<file path="src/rtl/rbmd_pkg.sv">
// Shared constants and types for the remote byte to motor drive block.
// No dependencies; used by rbmd_decode, rbmd_drive and the top level.
package rbmd_pkg;

   localparam int STICK_CHANNELS = 4;
   localparam int STICK_OUTPUTS  = 4;
   localparam int CSR_INDEX_W    = 2;

   localparam logic [7:0]  HDR_LO      = 8'd201;
   localparam logic [7:0]  HDR_HI      = 8'd254;
   localparam logic [7:0]  BTN_LO      = 8'd231;
   localparam logic [7:0]  BTN_HI      = 8'd246;
   localparam logic [7:0]  DATA_HI     = 8'd200;
   localparam logic [15:0] SPEED_RESET = 16'd150;
   localparam logic [7:0]  STEP_RESET  = 8'd10;
   localparam logic [7:0]  DBAND_RESET = 8'd5;
   localparam logic [7:0]  LIMIT_RESET = 8'd255;

   // Button codes (byte minus BTN_LO)
   localparam logic [3:0] BTN_ENABLE_LAST = 4'd8;
   localparam logic [3:0] BTN_UP          = 4'd10;
   localparam logic [3:0] BTN_LEFT        = 4'd11;
   localparam logic [3:0] BTN_DOWN        = 4'd12;
   localparam logic [3:0] BTN_RIGHT       = 4'd13;
   localparam logic [3:0] BTN_START       = 4'd14;

   typedef enum logic [CSR_INDEX_W-1:0] {
      CSR_SPEED_STEP  = 2'd0,
      CSR_DEAD_BAND   = 2'd1,
      CSR_DRIVE_LIMIT = 2'd2
   } csr_index_type;

   typedef struct packed {
      logic                               drive_enabled;
      logic                               start_toggle;
      logic signed [15:0]                 speed_a;
      logic signed [15:0]                 speed_b;
      logic [STICK_CHANNELS-1:0][7:0]     stick;
   } state_type;

   typedef struct packed {
      logic       fwd;
      logic       rev;
      logic [7:0] pwm;
   } drive_type;

   typedef struct packed {
      drive_type                       motor_a;
      drive_type                       motor_b;
      logic                            drive_on;
      logic                            start_flag;
      logic [STICK_OUTPUTS-1:0][7:0]   stick;
   } rsp_type;

endpackage

</file>
<file path="src/rtl/rbmd_if.sv">
// Request and response channel interfaces (valid/ready plus payload).
// Depends on nothing; used by the top level.
interface rbmd_req_if;
   logic       valid;
   logic       ready;
   logic [7:0] rx_byte;

   modport source (output valid, output rx_byte, input ready);
   modport sink   (input valid, input rx_byte, output ready);
endinterface

interface rbmd_rsp_if;
   logic       valid;
   logic       ready;
   logic       motor_a_fwd;
   logic       motor_a_rev;
   logic [7:0] motor_a_pwm;
   logic       motor_b_fwd;
   logic       motor_b_rev;
   logic [7:0] motor_b_pwm;
   logic       drive_on;
   logic       start_flag;
   logic [7:0] stick_0;
   logic [7:0] stick_1;
   logic [7:0] stick_2;
   logic [7:0] stick_3;

   modport source (output valid, input ready,
                   output motor_a_fwd, output motor_a_rev, output motor_a_pwm,
                   output motor_b_fwd, output motor_b_rev, output motor_b_pwm,
                   output drive_on, output start_flag,
                   output stick_0, output stick_1, output stick_2, output stick_3);
   modport sink   (input valid, output ready,
                   input motor_a_fwd, input motor_a_rev, input motor_a_pwm,
                   input motor_b_fwd, input motor_b_rev, input motor_b_pwm,
                   input drive_on, input start_flag,
                   input stick_0, input stick_1, input stick_2, input stick_3);
endinterface

</file>
<file path="src/rtl/rbmd_decode.sv">
// Byte decoder and control state: header, buttons, speeds, stick channels.
// Depends on rbmd_pkg.
module rbmd_decode (
   input  logic                 clock,
   input  logic                 reset,
   input  logic                 load,
   input  logic [7:0]           rx_byte,
   input  logic [7:0]           speed_step,
   output rbmd_pkg::state_type  state
);

   rbmd_pkg::state_type state_ff, state_in;
   logic [7:0]          last_header_ff, last_header_in;
   logic                is_hdr, is_btn, is_data, hdr_valid;
   logic [3:0]          button;
   logic [7:0]          chan;

   function automatic logic signed [15:0] sat_step(input logic signed [15:0] v,
                                                   input logic [7:0] step,
                                                   input logic down);
      logic signed [16:0] sum;
      sum = down ? ({v[15], v} - {9'd0, step}) : ({v[15], v} + {9'd0, step});
      if (sum[16] != sum[15]) begin
         sat_step = sum[16] ? 16'sh8000 : 16'sh7fff;
      end else begin
         sat_step = sum[15:0];
      end
   endfunction

   always_comb begin
      is_hdr    = (rx_byte >= rbmd_pkg::HDR_LO) && (rx_byte <= rbmd_pkg::HDR_HI);
      is_btn    = (rx_byte >= rbmd_pkg::BTN_LO) && (rx_byte <= rbmd_pkg::BTN_HI);
      is_data   = (rx_byte <= rbmd_pkg::DATA_HI);
      button    = 4'(rx_byte - rbmd_pkg::BTN_LO);
      hdr_valid = (last_header_ff >= rbmd_pkg::HDR_LO);
      chan      = last_header_ff - rbmd_pkg::HDR_LO;

      state_in       = state_ff;
      last_header_in = last_header_ff;
      if (is_hdr) begin
         last_header_in = rx_byte;
      end
      if (is_btn) begin
         if (button <= rbmd_pkg::BTN_ENABLE_LAST) begin
            state_in.drive_enabled = !state_ff.drive_enabled;
         end else if (button == rbmd_pkg::BTN_UP) begin
            state_in.speed_a = sat_step(state_ff.speed_a, speed_step, 1'b0);
         end else if (button == rbmd_pkg::BTN_LEFT) begin
            state_in.speed_b = sat_step(state_ff.speed_b, speed_step, 1'b0);
         end else if (button == rbmd_pkg::BTN_DOWN) begin
            state_in.speed_a = sat_step(state_ff.speed_a, speed_step, 1'b1);
         end else if (button == rbmd_pkg::BTN_RIGHT) begin
            state_in.speed_b = sat_step(state_ff.speed_b, speed_step, 1'b1);
         end else if (button == rbmd_pkg::BTN_START) begin
            state_in.start_toggle = !state_ff.start_toggle;
         end
      end
      // drop data when no channel header is in force
      for (int k = 0; k < rbmd_pkg::STICK_CHANNELS; k++) begin
         if (is_data && hdr_valid && (chan == 8'(k))) begin
            state_in.stick[k] = rx_byte;
         end
      end
   end

   always_ff @(posedge clock) begin
      if (reset) begin
         state_ff.drive_enabled <= 1'b0;
         state_ff.start_toggle  <= 1'b0;
         state_ff.speed_a       <= rbmd_pkg::SPEED_RESET;
         state_ff.speed_b       <= rbmd_pkg::SPEED_RESET;
         state_ff.stick         <= '0;
         last_header_ff         <= 8'd0;
      end else if (load) begin
         state_ff       <= state_in;
         last_header_ff <= last_header_in;
      end
   end

   assign state = state_ff;

endmodule

</file>
<file path="src/rtl/rbmd_drive.sv">
// Motor drive mapping: enable gate, symmetric clamp, dead band, sign to direction lines.
// Depends on rbmd_pkg.
module rbmd_drive (
   input  logic                 enable,
   input  logic signed [15:0]   speed,
   input  logic [7:0]           drive_limit,
   input  logic [7:0]           dead_band,
   output rbmd_pkg::drive_type  drive
);

   logic        neg;
   logic [16:0] mag;
   logic [7:0]  mag_clamped;

   always_comb begin
      neg = enable && speed[15];
      if (!enable) begin
         mag = 17'd0;
      end else if (speed[15]) begin
         mag = 17'd0 - {speed[15], speed};
      end else begin
         mag = {1'b0, speed};
      end
      mag_clamped = (mag > {9'd0, drive_limit}) ? drive_limit : mag[7:0];

      if (mag_clamped > dead_band) begin
         drive.fwd = !neg;
         drive.rev = neg;
         drive.pwm = mag_clamped;
      end else begin
         drive.fwd = 1'b0;
         drive.rev = 1'b0;
         drive.pwm = 8'd0;
      end
   end

endmodule

</file>
<file path="src/rtl/remote_byte_to_motor_drive_top.sv">
// Top level of the remote byte to motor drive block: CSRs, pipeline and result register.
// Depends on rbmd_pkg, rbmd_if, rbmd_decode and rbmd_drive.
//
//   channel   dir   handshake        payload
//   req_ch    in    valid/ready      rx_byte
//   rsp_ch    out   valid/ready      motor A/B fwd, rev, pwm; drive_on; start_flag; stick_0..3
//   csr_*     in    csr_we           csr_index, csr_wdata
//
// One request per cycle while the response is not stalled; each taken request passes through the
// input register, state update and result register. Drive outputs come from the state
// registers, so the saturating speed add and the clamp sit in separate stages.
// Reset is synchronous; it clears the valid bits, state and CSRs to their defaults.
// A stalled response backs up the pipeline; req_ch.ready drops only once all stages are full.
module remote_byte_to_motor_drive_top (
   input  logic                               clock,
   input  logic                               reset,
   rbmd_req_if.sink                           req_ch,
   rbmd_rsp_if.source                         rsp_ch,
   input  logic                               csr_we,
   input  logic [rbmd_pkg::CSR_INDEX_W-1:0]   csr_index,
   input  logic [7:0]                         csr_wdata
);

   logic [7:0] speed_step_ff, dead_band_ff, drive_limit_ff;

   logic       in_valid_ff;
   logic [7:0] in_byte_ff;
   logic       mid_valid_ff;
   logic       rsp_valid_ff;

   rbmd_pkg::rsp_type   rsp_ff, rsp_in;
   rbmd_pkg::state_type state;
   rbmd_pkg::drive_type drive_a, drive_b;

   logic in_advance, mid_advance;
   logic [rbmd_pkg::STICK_OUTPUTS-1:0][7:0] stick_view;

   always_ff @(posedge clock) begin
      if (reset) begin
         speed_step_ff  <= rbmd_pkg::STEP_RESET;
         dead_band_ff   <= rbmd_pkg::DBAND_RESET;
         drive_limit_ff <= rbmd_pkg::LIMIT_RESET;
      end else if (csr_we) begin
         case (rbmd_pkg::csr_index_type'(csr_index))
            rbmd_pkg::CSR_SPEED_STEP:  speed_step_ff  <= csr_wdata;
            rbmd_pkg::CSR_DEAD_BAND:   dead_band_ff   <= csr_wdata;
            rbmd_pkg::CSR_DRIVE_LIMIT: drive_limit_ff <= csr_wdata;
            default: begin
            end
         endcase
      end
   end

   // advance each stage when the next one is empty or moving
   assign mid_advance  = mid_valid_ff && (!rsp_valid_ff || rsp_ch.ready);
   assign in_advance   = in_valid_ff && (!mid_valid_ff || mid_advance);
   assign req_ch.ready = !in_valid_ff || in_advance;

   always_ff @(posedge clock) begin
      if (reset) begin
         in_valid_ff  <= 1'b0;
         mid_valid_ff <= 1'b0;
         rsp_valid_ff <= 1'b0;
      end else begin
         if (req_ch.ready) begin
            in_valid_ff <= req_ch.valid;
         end
         if (!mid_valid_ff || mid_advance) begin
            mid_valid_ff <= in_valid_ff;
         end
         if (!rsp_valid_ff || rsp_ch.ready) begin
            rsp_valid_ff <= mid_valid_ff;
         end
      end
   end

   always_ff @(posedge clock) begin
      if (req_ch.valid && req_ch.ready) begin
         in_byte_ff <= req_ch.rx_byte;
      end
      if (mid_advance) begin
         rsp_ff <= rsp_in;
      end
   end

   rbmd_decode u_decode (
      .clock      (clock),
      .reset      (reset),
      .load       (in_advance),
      .rx_byte    (in_byte_ff),
      .speed_step (speed_step_ff),
      .state      (state)
   );

   rbmd_drive u_drive_a (
      .enable      (state.drive_enabled),
      .speed       (state.speed_a),
      .drive_limit (drive_limit_ff),
      .dead_band   (dead_band_ff),
      .drive       (drive_a)
   );

   rbmd_drive u_drive_b (
      .enable      (state.drive_enabled),
      .speed       (state.speed_b),
      .drive_limit (drive_limit_ff),
      .dead_band   (dead_band_ff),
      .drive       (drive_b)
   );

   // unused stick outputs read zero
   for (genvar j = 0; j < rbmd_pkg::STICK_OUTPUTS; j++) begin : g_stick
      if (j < rbmd_pkg::STICK_CHANNELS) begin : g_used
         assign stick_view[j] = state.stick[j];
      end else begin : g_unused
         assign stick_view[j] = 8'd0;
      end
   end

   always_comb begin
      rsp_in.motor_a    = drive_a;
      rsp_in.motor_b    = drive_b;
      rsp_in.drive_on   = state.drive_enabled;
      rsp_in.start_flag = state.start_toggle;
      rsp_in.stick      = stick_view;
   end

   assign rsp_ch.valid       = rsp_valid_ff;
   assign rsp_ch.motor_a_fwd = rsp_ff.motor_a.fwd;
   assign rsp_ch.motor_a_rev = rsp_ff.motor_a.rev;
   assign rsp_ch.motor_a_pwm = rsp_ff.motor_a.pwm;
   assign rsp_ch.motor_b_fwd = rsp_ff.motor_b.fwd;
   assign rsp_ch.motor_b_rev = rsp_ff.motor_b.rev;
   assign rsp_ch.motor_b_pwm = rsp_ff.motor_b.pwm;
   assign rsp_ch.drive_on    = rsp_ff.drive_on;
   assign rsp_ch.start_flag  = rsp_ff.start_flag;
   assign rsp_ch.stick_0     = rsp_ff.stick[0];
   assign rsp_ch.stick_1     = rsp_ff.stick[1];
   assign rsp_ch.stick_2     = rsp_ff.stick[2];
   assign rsp_ch.stick_3     = rsp_ff.stick[3];

endmodule

</file>
<file path="src/flat_wrapper.sv">
// flat-port wrapper written by rule: the top's interface ports become plain ports
module remote_byte_to_motor_drive_top_flat 
  (clock, reset, csr_we, csr_index, csr_wdata, req_ch_valid, req_ch_rx_byte, req_ch_ready, rsp_ch_valid, rsp_ch_ready, rsp_ch_motor_a_fwd, rsp_ch_motor_a_rev, rsp_ch_motor_a_pwm, rsp_ch_motor_b_fwd, rsp_ch_motor_b_rev, rsp_ch_motor_b_pwm, rsp_ch_drive_on, rsp_ch_start_flag, rsp_ch_stick_0, rsp_ch_stick_1, rsp_ch_stick_2, rsp_ch_stick_3);
  rbmd_req_if req_ch_i ();
  rbmd_rsp_if rsp_ch_i ();
  input  logic clock;
  input  logic reset;
  input  logic csr_we;
  input  logic [rbmd_pkg::CSR_INDEX_W-1:0] csr_index;
  input  logic [7:0] csr_wdata;
  input wire logic [$bits(req_ch_i.valid)-1:0] req_ch_valid;
  input wire logic [$bits(req_ch_i.rx_byte)-1:0] req_ch_rx_byte;
  output wire logic [$bits(req_ch_i.ready)-1:0] req_ch_ready;
  output wire logic [$bits(rsp_ch_i.valid)-1:0] rsp_ch_valid;
  input wire logic [$bits(rsp_ch_i.ready)-1:0] rsp_ch_ready;
  output wire logic [$bits(rsp_ch_i.motor_a_fwd)-1:0] rsp_ch_motor_a_fwd;
  output wire logic [$bits(rsp_ch_i.motor_a_rev)-1:0] rsp_ch_motor_a_rev;
  output wire logic [$bits(rsp_ch_i.motor_a_pwm)-1:0] rsp_ch_motor_a_pwm;
  output wire logic [$bits(rsp_ch_i.motor_b_fwd)-1:0] rsp_ch_motor_b_fwd;
  output wire logic [$bits(rsp_ch_i.motor_b_rev)-1:0] rsp_ch_motor_b_rev;
  output wire logic [$bits(rsp_ch_i.motor_b_pwm)-1:0] rsp_ch_motor_b_pwm;
  output wire logic [$bits(rsp_ch_i.drive_on)-1:0] rsp_ch_drive_on;
  output wire logic [$bits(rsp_ch_i.start_flag)-1:0] rsp_ch_start_flag;
  output wire logic [$bits(rsp_ch_i.stick_0)-1:0] rsp_ch_stick_0;
  output wire logic [$bits(rsp_ch_i.stick_1)-1:0] rsp_ch_stick_1;
  output wire logic [$bits(rsp_ch_i.stick_2)-1:0] rsp_ch_stick_2;
  output wire logic [$bits(rsp_ch_i.stick_3)-1:0] rsp_ch_stick_3;
  assign req_ch_i.valid = req_ch_valid;
  assign req_ch_i.rx_byte = req_ch_rx_byte;
  assign req_ch_ready = req_ch_i.ready;
  assign rsp_ch_valid = rsp_ch_i.valid;
  assign rsp_ch_i.ready = rsp_ch_ready;
  assign rsp_ch_motor_a_fwd = rsp_ch_i.motor_a_fwd;
  assign rsp_ch_motor_a_rev = rsp_ch_i.motor_a_rev;
  assign rsp_ch_motor_a_pwm = rsp_ch_i.motor_a_pwm;
  assign rsp_ch_motor_b_fwd = rsp_ch_i.motor_b_fwd;
  assign rsp_ch_motor_b_rev = rsp_ch_i.motor_b_rev;
  assign rsp_ch_motor_b_pwm = rsp_ch_i.motor_b_pwm;
  assign rsp_ch_drive_on = rsp_ch_i.drive_on;
  assign rsp_ch_start_flag = rsp_ch_i.start_flag;
  assign rsp_ch_stick_0 = rsp_ch_i.stick_0;
  assign rsp_ch_stick_1 = rsp_ch_i.stick_1;
  assign rsp_ch_stick_2 = rsp_ch_i.stick_2;
  assign rsp_ch_stick_3 = rsp_ch_i.stick_3;
  remote_byte_to_motor_drive_top u_core (.clock(clock), .reset(reset), .req_ch(req_ch_i), .rsp_ch(rsp_ch_i), .csr_we(csr_we), .csr_index(csr_index), .csr_wdata(csr_wdata));
endmodule
</file>
<file path="config.mk">
export PLATFORM = sky130hd
export DESIGN_NAME = remote_byte_to_motor_drive_top_flat
export DESIGN_NICKNAME = d
export VERILOG_FILES = /design/src/rtl/rbmd_pkg.sv /design/src/rtl/rbmd_if.sv /design/src/rtl/rbmd_decode.sv /design/src/rtl/rbmd_drive.sv /design/src/rtl/remote_byte_to_motor_drive_top.sv /design/src/flat_wrapper.sv
export SDC_FILE = /design/constraint.sdc
export NUM_CORES = 1
export LEC_CHECK = 0
export ABC_AREA = 1
export CORE_MARGIN = 3
export CORE_UTILIZATION = 54
export CTS_CLUSTER_SIZE = 30
export DETAILED_ROUTE_END_ITERATION = 10
export DONT_BUFFER_PORTS = 1
export PLACE_DENSITY = 0.69
export SYNTH_ARGS = -nofsm -noshare
export SYNTH_HDL_FRONTEND = slang
export SYNTH_HIERARCHICAL = 1
export SYNTH_SLANG_ARGS = --single-unit
</file>
<file path="constraint.sdc">
create_clock -name clock -period 3.9 [get_ports clock]
set_input_delay 0.585 -clock clock [delete_from_list [all_inputs] [get_ports clock]]
set_output_delay 0.585 -clock clock [all_outputs]
set_load 0.02 [all_outputs]
</file>
==> flow_summary_export.csv, run 1 <==
group,metric,value,unit
worst_setup_path,arrival,3.96,ns
synthesis,synth-seq-area-share,33.6,%
synthesis,synth_edf_count,62,
synthesis,synth_cell_type_count,46,
detailed_routing,routed_wl,30600,µm
synthesis,netlist_area,0.0116,mm²
power,ir_drop,0.248,mV
placement,dpl_cell_area,0.0119,mm²
finish,syn2layout_area_growth,10.3,%
sta,slew_violations,0,
grt,grt_start_max_net_pins,30,
worst_setup_path,path_class,"register to register",
power,p_per_area,309,mW/mm²
power,p_leak,6.24,nW
sta,max_freq,271,MHz
detailed_routing,dr.pass1.iters,6,
placement,portBuffers,0,
sta,tightest_slew,0.769,ns
finish,final_cell_mix,"nand2_1, inv_1, nor2_1, nand3_1, dfxtp_1",
placement,hpwl,23200,µm
synthesis,ys_warn_count,6,
synthesis,synth_async_sr_flop_share,0,%
clock_tree,cts.sinks,163,
finish,nets,1843,
synthesis,yosys-top-cells-area,"dfxtp_1, edfxtp_1, nand2_1",
floorplan,placementRows,52,
clock_tree,cts_made_buffers,17,
detailed_routing,via_count,10900,
floorplan,die_h,152,µm
detailed_routing,ant_nets,0,
clock_tree,htree_levels,4,
floorplan,die_area,0.0232,mm²
detailed_routing,drt_iter0_drc,840,
clock_tree,cts-root-buf,"clkbuf_16",
clock_tree,cts_buffer_depth,2,
synthesis,yosys.area.top_type,"dfxtp_1",
floorplan,io_pins,79,
grt,grt_pass1_wl,49800,µm
worst_setup_path,cp_max_fo,8,
sta,finalSetupViolations,0,
finish,final_cell_area,0.0127,mm²
sta,skew,0.0137,ns
placement,gp_congestion,0.923,
finish,seq_area,0.00389,mm²
clock_tree,cts-hold-fix-buffers,0,
min_path,hp-class,"primary input to register",
sta,fin_crit_sh,94.5,%
synthesis,syn_avg_cell_area,6.64,µm²
sta,fin_crit,3.69,ns
worst_setup_path,cp-start-kind,"register",
finish,multi_input_area,0.00655,mm²
grt,grt.total_usage,25.6,%
floorplan,initial_utilization,56.0,%
grt,antenna_found_initial,0,
clock_tree,clk_latency,0.43,ns
finish,nFillCells,1876,
finish,drive_gt1_share,9.36,%
worst_setup_path,worst_ep_required_time,4.17,ns
detailed_routing,viasPerCell,5.34,
synthesis,synth_seq_cells,163,
outcome,status,"completed",
sta,maxSlewHeadroom,48.7,%
synthesis,synth_fp_nets,1833,
finish,finalCoreUtilization,61.8,%
synthesis,yosys.area.top_type_share,17.5,%
job,drv_cap,0,
worst_setup_path,endpoint_kind,"register",
detailed_routing,wl_per_cell,15.0,µm
detailed_routing,drc_errors,0,
finish,n_antenna_cell,0,
floorplan,core,0.0206,mm²
sta,hold_viol_final,0,
clock_tree,clk_pin_slew_worst_paths,0.07,ns
clock_tree,tritoncts,"yes",
synthesis,synth_cells,1740,
synthesis,synthFlopType,"dfxtp_1",
finish,final_common_cell,"nand2_1",
grt,grt_pass1_vias,10100,
power,power,3.94,mW
floorplan,die_w,152,µm
grt,overflow,0,
[registers in the layout, indices dropped and copies added, names as in the netlist]
signal and cells:
u_core/rsp_ch.motor_a_pwm 8, u_core/rsp_ch.motor_b_pwm 8, u_core/rsp_ch.motor_b_fwd 1, u_core/speed_step_ff 8
u_core/u_decode/last_header_ff 8, u_core/rsp_ch.motor_a_rev 1, u_core/dead_band_ff 8, u_core/rsp_ch.drive_on 1
u_core/rsp_ch.start_flag 1, u_core/in_byte_ff 8, u_core/mid_valid_ff 1, u_core/in_valid_ff 1
u_core/rsp_ch.stick_2 8, u_core/rsp_ch.motor_b_rev 1, u_core/drive_limit_ff 8, u_core/rsp_ch.stick_1 8
u_core/rsp_ch.stick_0 8, u_core/rsp_ch.stick_3 8, u_core/rsp_ch.valid 1, u_core/u_decode/state 66
u_core/rsp_ch.motor_a_fwd 1
[layer usage]
layer | vias up | global-route usage [%] | share of wire, %
met5 | - | 0 | 0
met4 | 0 | 6.72 | 2.1
met3 | 49 | 4.54 | 4.7
met2 | 288 | 45.0 | 49
met1 | 4981 | 32.5 | 44
li1 | 5548 | - | -
[synth_stat cells (4+ instances only)]
| master | n |
|---|---|
| and2_1 | 5 |
| nand4_1 | 30 |
| edfxtp_1 | 62 |
| inv_2 | 8 |
| nand3_2 | 5 |
| clkbuf_1 | 11 |
| nand2_1 | 477 |
| a21oi_1 | 93 |
| buf_4 | 8 |
| o21ai_0 | 67 |
| nand2_4 | 4 |
| ha_1 | 66 |
| nor2_2 | 11 |
| o21ai_1 | 9 |
| nand2_2 | 15 |
| nand3_1 | 161 |
| buf_2 | 21 |
| a21oi_4 | 4 |
| dfxtp_1 | 101 |
| inv_1 | 284 |
| xor2_1 | 27 |
| nor2_1 | 206 |
| fa_1 | 4 |
| o21bai_1 | 7 |
| nor3_1 | 18 |
[stage by stage]
step	setup TNS, ns	hold WS [ns]	worst slack [ns]	instances
global route	-0.279	0.211	-0.0421	2033
global placement	0	0.413	0.0270	1992
CTS	0	0.218	0.0603	2024
floorplan	0	0.408	0.136	1740
finish	0	0.227	0.213	2033
detailed placement	-1.61	0.416	-0.149	1992
[worst max-delay path: stages (launching register included)]
cell and delay [ns]:
dfxtp_2 0.32, inv_2 0.08, ha_4 0.15, nand2_2 0.07, o21ai_2 0.14, nor2_1 0.06
nor2_1 0.15, ha_1 0.27, nand2_1 0.09, nor2_1 0.06, nand2_1 0.06, nand3_1 0.07
nand2_1 0.06, nand2_1 0.04, nand2_1 0.05, nand2_1 0.09, a21oi_4 0.31, buf_6 0.15
nand3_1 0.09, nand2_2 0.11, inv_1 0.05, ha_1 0.29, nand2_1 0.06, o21a_1 0.20
o221ai_4 0.23, o21ai_4 0.12, a21oi_1 0.14
[where the power goes]
| part | internal [mW] | total [mW] | switching (mW) |
|---|---|---|---|
| sequential | 1.80 | 1.85 | 0.0557 |
| clock | 0.871 | 1.68 | 0.804 |
| combinational | 0.134 | 0.414 | 0.280 |
[final cells by class]
type / instances / area share, %
inverter: 292 / 8.60
clock inverter: 15 / 1.41
clock buffer: 17 / 3.34
timing repair buffer: 34 / 2.09
multi-input combinational: 1242 / 51.4
sequential: 163 / 30.5
tap: 270 / 2.65
[path summary, 6_finish.rpt]
path	startpoint	end	slack, ns	cells after the start
max	u_core/u_decode/state[33]	u_core/rsp_ch.motor_b_fwd	0.21	26
min	reset	u_core/rsp_ch.valid	0.23	1
max reg2reg	u_core/u_decode/state[33]	u_core/rsp_ch.motor_b_fwd	0.21	26
min reg2reg	u_core/u_decode/state[26]	u_core/rsp_ch.stick_3[2]	0.43	0
[cells by family (layout without fill, tap and decap cells)]
kind of cell	after synthesis	in the layout	synth area share, %
flops	163	163	33.6
buf+inv	337	358	11.6
xor+xnor	30	30	2.27
simple gates	945	945	35.2
compound gates	195	197	9.38
fa+ha+maj	70	70	7.84
[timing repair]
| item | 4_1_cts | 5_1_grt |
|---|---|---|
| endpoints found under the setup margin | 20 | 20 |
| gates cloned | 0 | 2 |
| setup buffers | 0 | 7 |
| gates resized for setup | 2 | 54 |
| pin swaps | 0 | 19 |
Power figures use the tool's default switching activity.
==> run 2, diff against run 1 <==
PLACE_DENSITY = 0.66   (was 0.69)
clock period = 4 ns   (was 3.9 ns; I/O delays follow)
==> run 2 against run 1 <==
Compared with the run above: global-route usage is 0.43 points higher; non-clock buffer count is 10 lower; combinational power decreased by 5.1%; critical path type unchanged; first-iteration DRC count is 12% lower.
==> flow_summary_export.csv, run 2 (synthesis results as in run 1) <==
group,metric,value,unit
worst_setup_path,r2r_setup_slack,0.31,ns
sta,skew,0.0134,ns
detailed_routing,wl_per_cell,15.3,µm
power,p_switching,1.07,mW
finish,syn2layout_area_growth,8.69,%
floorplan,core,0.0206,mm²
power,comb_power_share,10.2,%
detailed_routing,via_count,10800,
sta,finalSetupViolations,0,
worst_setup_path,crit_path_frequent_cell,"nand2_1",
finish,drive_gt1_share,7.24,%
floorplan,placementRows,52,
sta,tns,0,ns
finish,largest_reg_flops,66,
power,internal_power,2.78,mW
placement,dp_slack,-0.0499,ns
detailed_routing,ant_nets,0,
floorplan,die_h,152,µm
job,drv_cap,0,
sta,tightest_slew,0.737,ns
sta,finalWorstSetupSlack,0.309,ns
finish,finalCoreUtilization,60.9,%
floorplan,initial_utilization,56.0,%
placement,hpwl,23700,µm
worst_setup_path,reg2reg_from,"u_core/u_decode/state[48]",
clock_tree,clk_latency,0.43,ns
power,switching_share,27.9,%
power,clkPwrFrac,42.9,%
finish,final_common_cell,"nand2_1",
finish,nets,1834,
worst_setup_path,worst_ep_required_time,4.18,ns
worst_setup_path,cp-start-kind,"register",
clock_tree,tritoncts,"yes",
worst_setup_path,arrival,3.87,ns
power,power,3.85,mW
grt,grt_start_max_net_pins,34,
clock_tree,post_cts_buffers,0,
min_path,hp-class,"primary input to register",
sta,fin_crit_sh,92.3,%
grt,grt.total_usage,26.0,%
worst_setup_path,max_stage_delay,0.31,ns
floorplan,die_area,0.0232,mm²
sta,hold_viol_final,0,
grt,grt_pass1_vias,9987,
worst_setup_path,crit_buf_inv,2,
finish,final_cell_area,0.0126,mm²
clock_tree,cts_made_buffers,17,
sta,fin_crit,3.69,ns
grt,grt_pass1_wl,49900,µm
clock_tree,htree_levels,4,
finish,final_cell_mix,"nand2_1, inv_1, nor2_1, nand3_1, dfxtp_1",
grt,antenna_found_initial,1,
power,seq_power_share,46.9,%
outcome,status,"completed",
clock_tree,clk_pin_slew_worst_paths,0.07,ns
worst_setup_path,cp_max_fo,8,
detailed_routing,routed_wl,31000,µm
worst_setup_path,endpoint_kind,"register",
sta,slew_violations,0,
placement,dpl_cell_area,0.0118,mm²
sta,max_freq,271,MHz
sta,maxSlewHeadroom,50.8,%
grt,overflow,0,
detailed_routing,drt_iter0_drc,736,
detailed_routing,dr.pass1.iters,5,
floorplan,die_w,152,µm
worst_setup_path,path_class,"register to register",
power,ir_drop,0.248,mV
detailed_routing,drc_errors,0,
placement,gp_congestion,0.870,
clock_tree,cts_buffer_depth,2,
power,p_per_area,307,mW/mm²
worst_setup_path,crit_start,"u_core/u_decode/state[48]",
floorplan,io_pins,79,
worst_setup_path,slowest_stage,"dfxtp_1",
clock_tree,cts-root-buf,"clkbuf_16",
placement,portBuffers,0,
worst_setup_path,crit_family,"simple AND/OR/NAND/NOR gates",
clock_tree,cts.sinks,163,
min_path,min_from,"reset",
detailed_routing,viasPerCell,5.32,
power,p_leak,6.19,nW
-- run 2: worst paths after layout --
kind | end | cells after the start
setup / recovery | u_core/rsp_ch.motor_a_pwm[7] | 27
hold / removal | u_core/mid_valid_ff | 1
setup reg to reg | u_core/rsp_ch.motor_a_pwm[7] | 27
hold reg to reg | u_core/rsp_ch.stick_2[4] | 0
-- run 2: metal layers --
metal / up-vias / wire [µm] / track usage [%] / share of wire [%]
li1: 5529 / - / - / -
met1: 4939 / 13500 / 33.1 / 43
met3: 48 / 1550 / 4.60 / 5.0
met2: 267 / 15200 / 45.1 / 49
met4: 0 / 756 / 8.35 / 2.4
met5: - / 0 / 0 / 0
-- run 2: power groups by stage --
stage               Clock [mW]  Combinational, mW  Sequential (mW)
CTS                       1.68              0.377             1.81
global route              1.76              0.444             1.81
detailed placement           0              0.374             1.84
floorplan                    0              0.304             1.83
finish                    1.65              0.393             1.81
global placement             0              0.369             1.84
-- run 2: worst register-to-register path: stages (launching register included) --
cell and delay (ns):
dfxtp_1 0.31, inv_1 0.09, ha_1 0.20, nand2_1 0.10
o21ai_1 0.18, nand2_1 0.07, nand2_1 0.07, nor2_2 0.04
ha_1 0.29, nand2_1 0.06, nor2_1 0.15, nand2_1 0.07
nand3_1 0.08, nand2_1 0.05, nand2_1 0.05, nand2_1 0.04
nand2_1 0.14, a21oi_4 0.11, nand2_4 0.15, nand2_1 0.06
nand2_1 0.07, inv_1 0.04, ha_1 0.30, a21oi_1 0.17
o21a_1 0.19, o221ai_4 0.15, o21ai_4 0.13, nor2_1 0.07
-- run 2: metrics by stage --
stage               cells  hold slack, ns
floorplan            1740           0.408
global placement     1989           0.415
detailed placement   1989           0.416
CTS                  2021           0.214
global route         2025           0.211
finish               2025           0.237
-- run 2: layout make-up --
| type | count | area [µm²] |
|---|---|---|
| Antenna cell | 1 | 2.50 |
| Clock buffer | 17 | 425 |
| Clock inverter | 15 | 179 |
| Fill cell | 1986 | 8070 |
| Inverter | 292 | 1100 |
| Multi-Input combinational cell | 1243 | 6450 |
| Sequential cell | 163 | 3880 |
| Tap cell | 270 | 338 |
| Timing Repair Buffer | 24 | 180 |
-- run 2: timing repair --
action                                  CTS  global route
hold buffers                              0             0
gates cloned                              0             3
pin swaps                                 0             4
gates resized for setup                   2            14
endpoints found under the setup margin   12            20
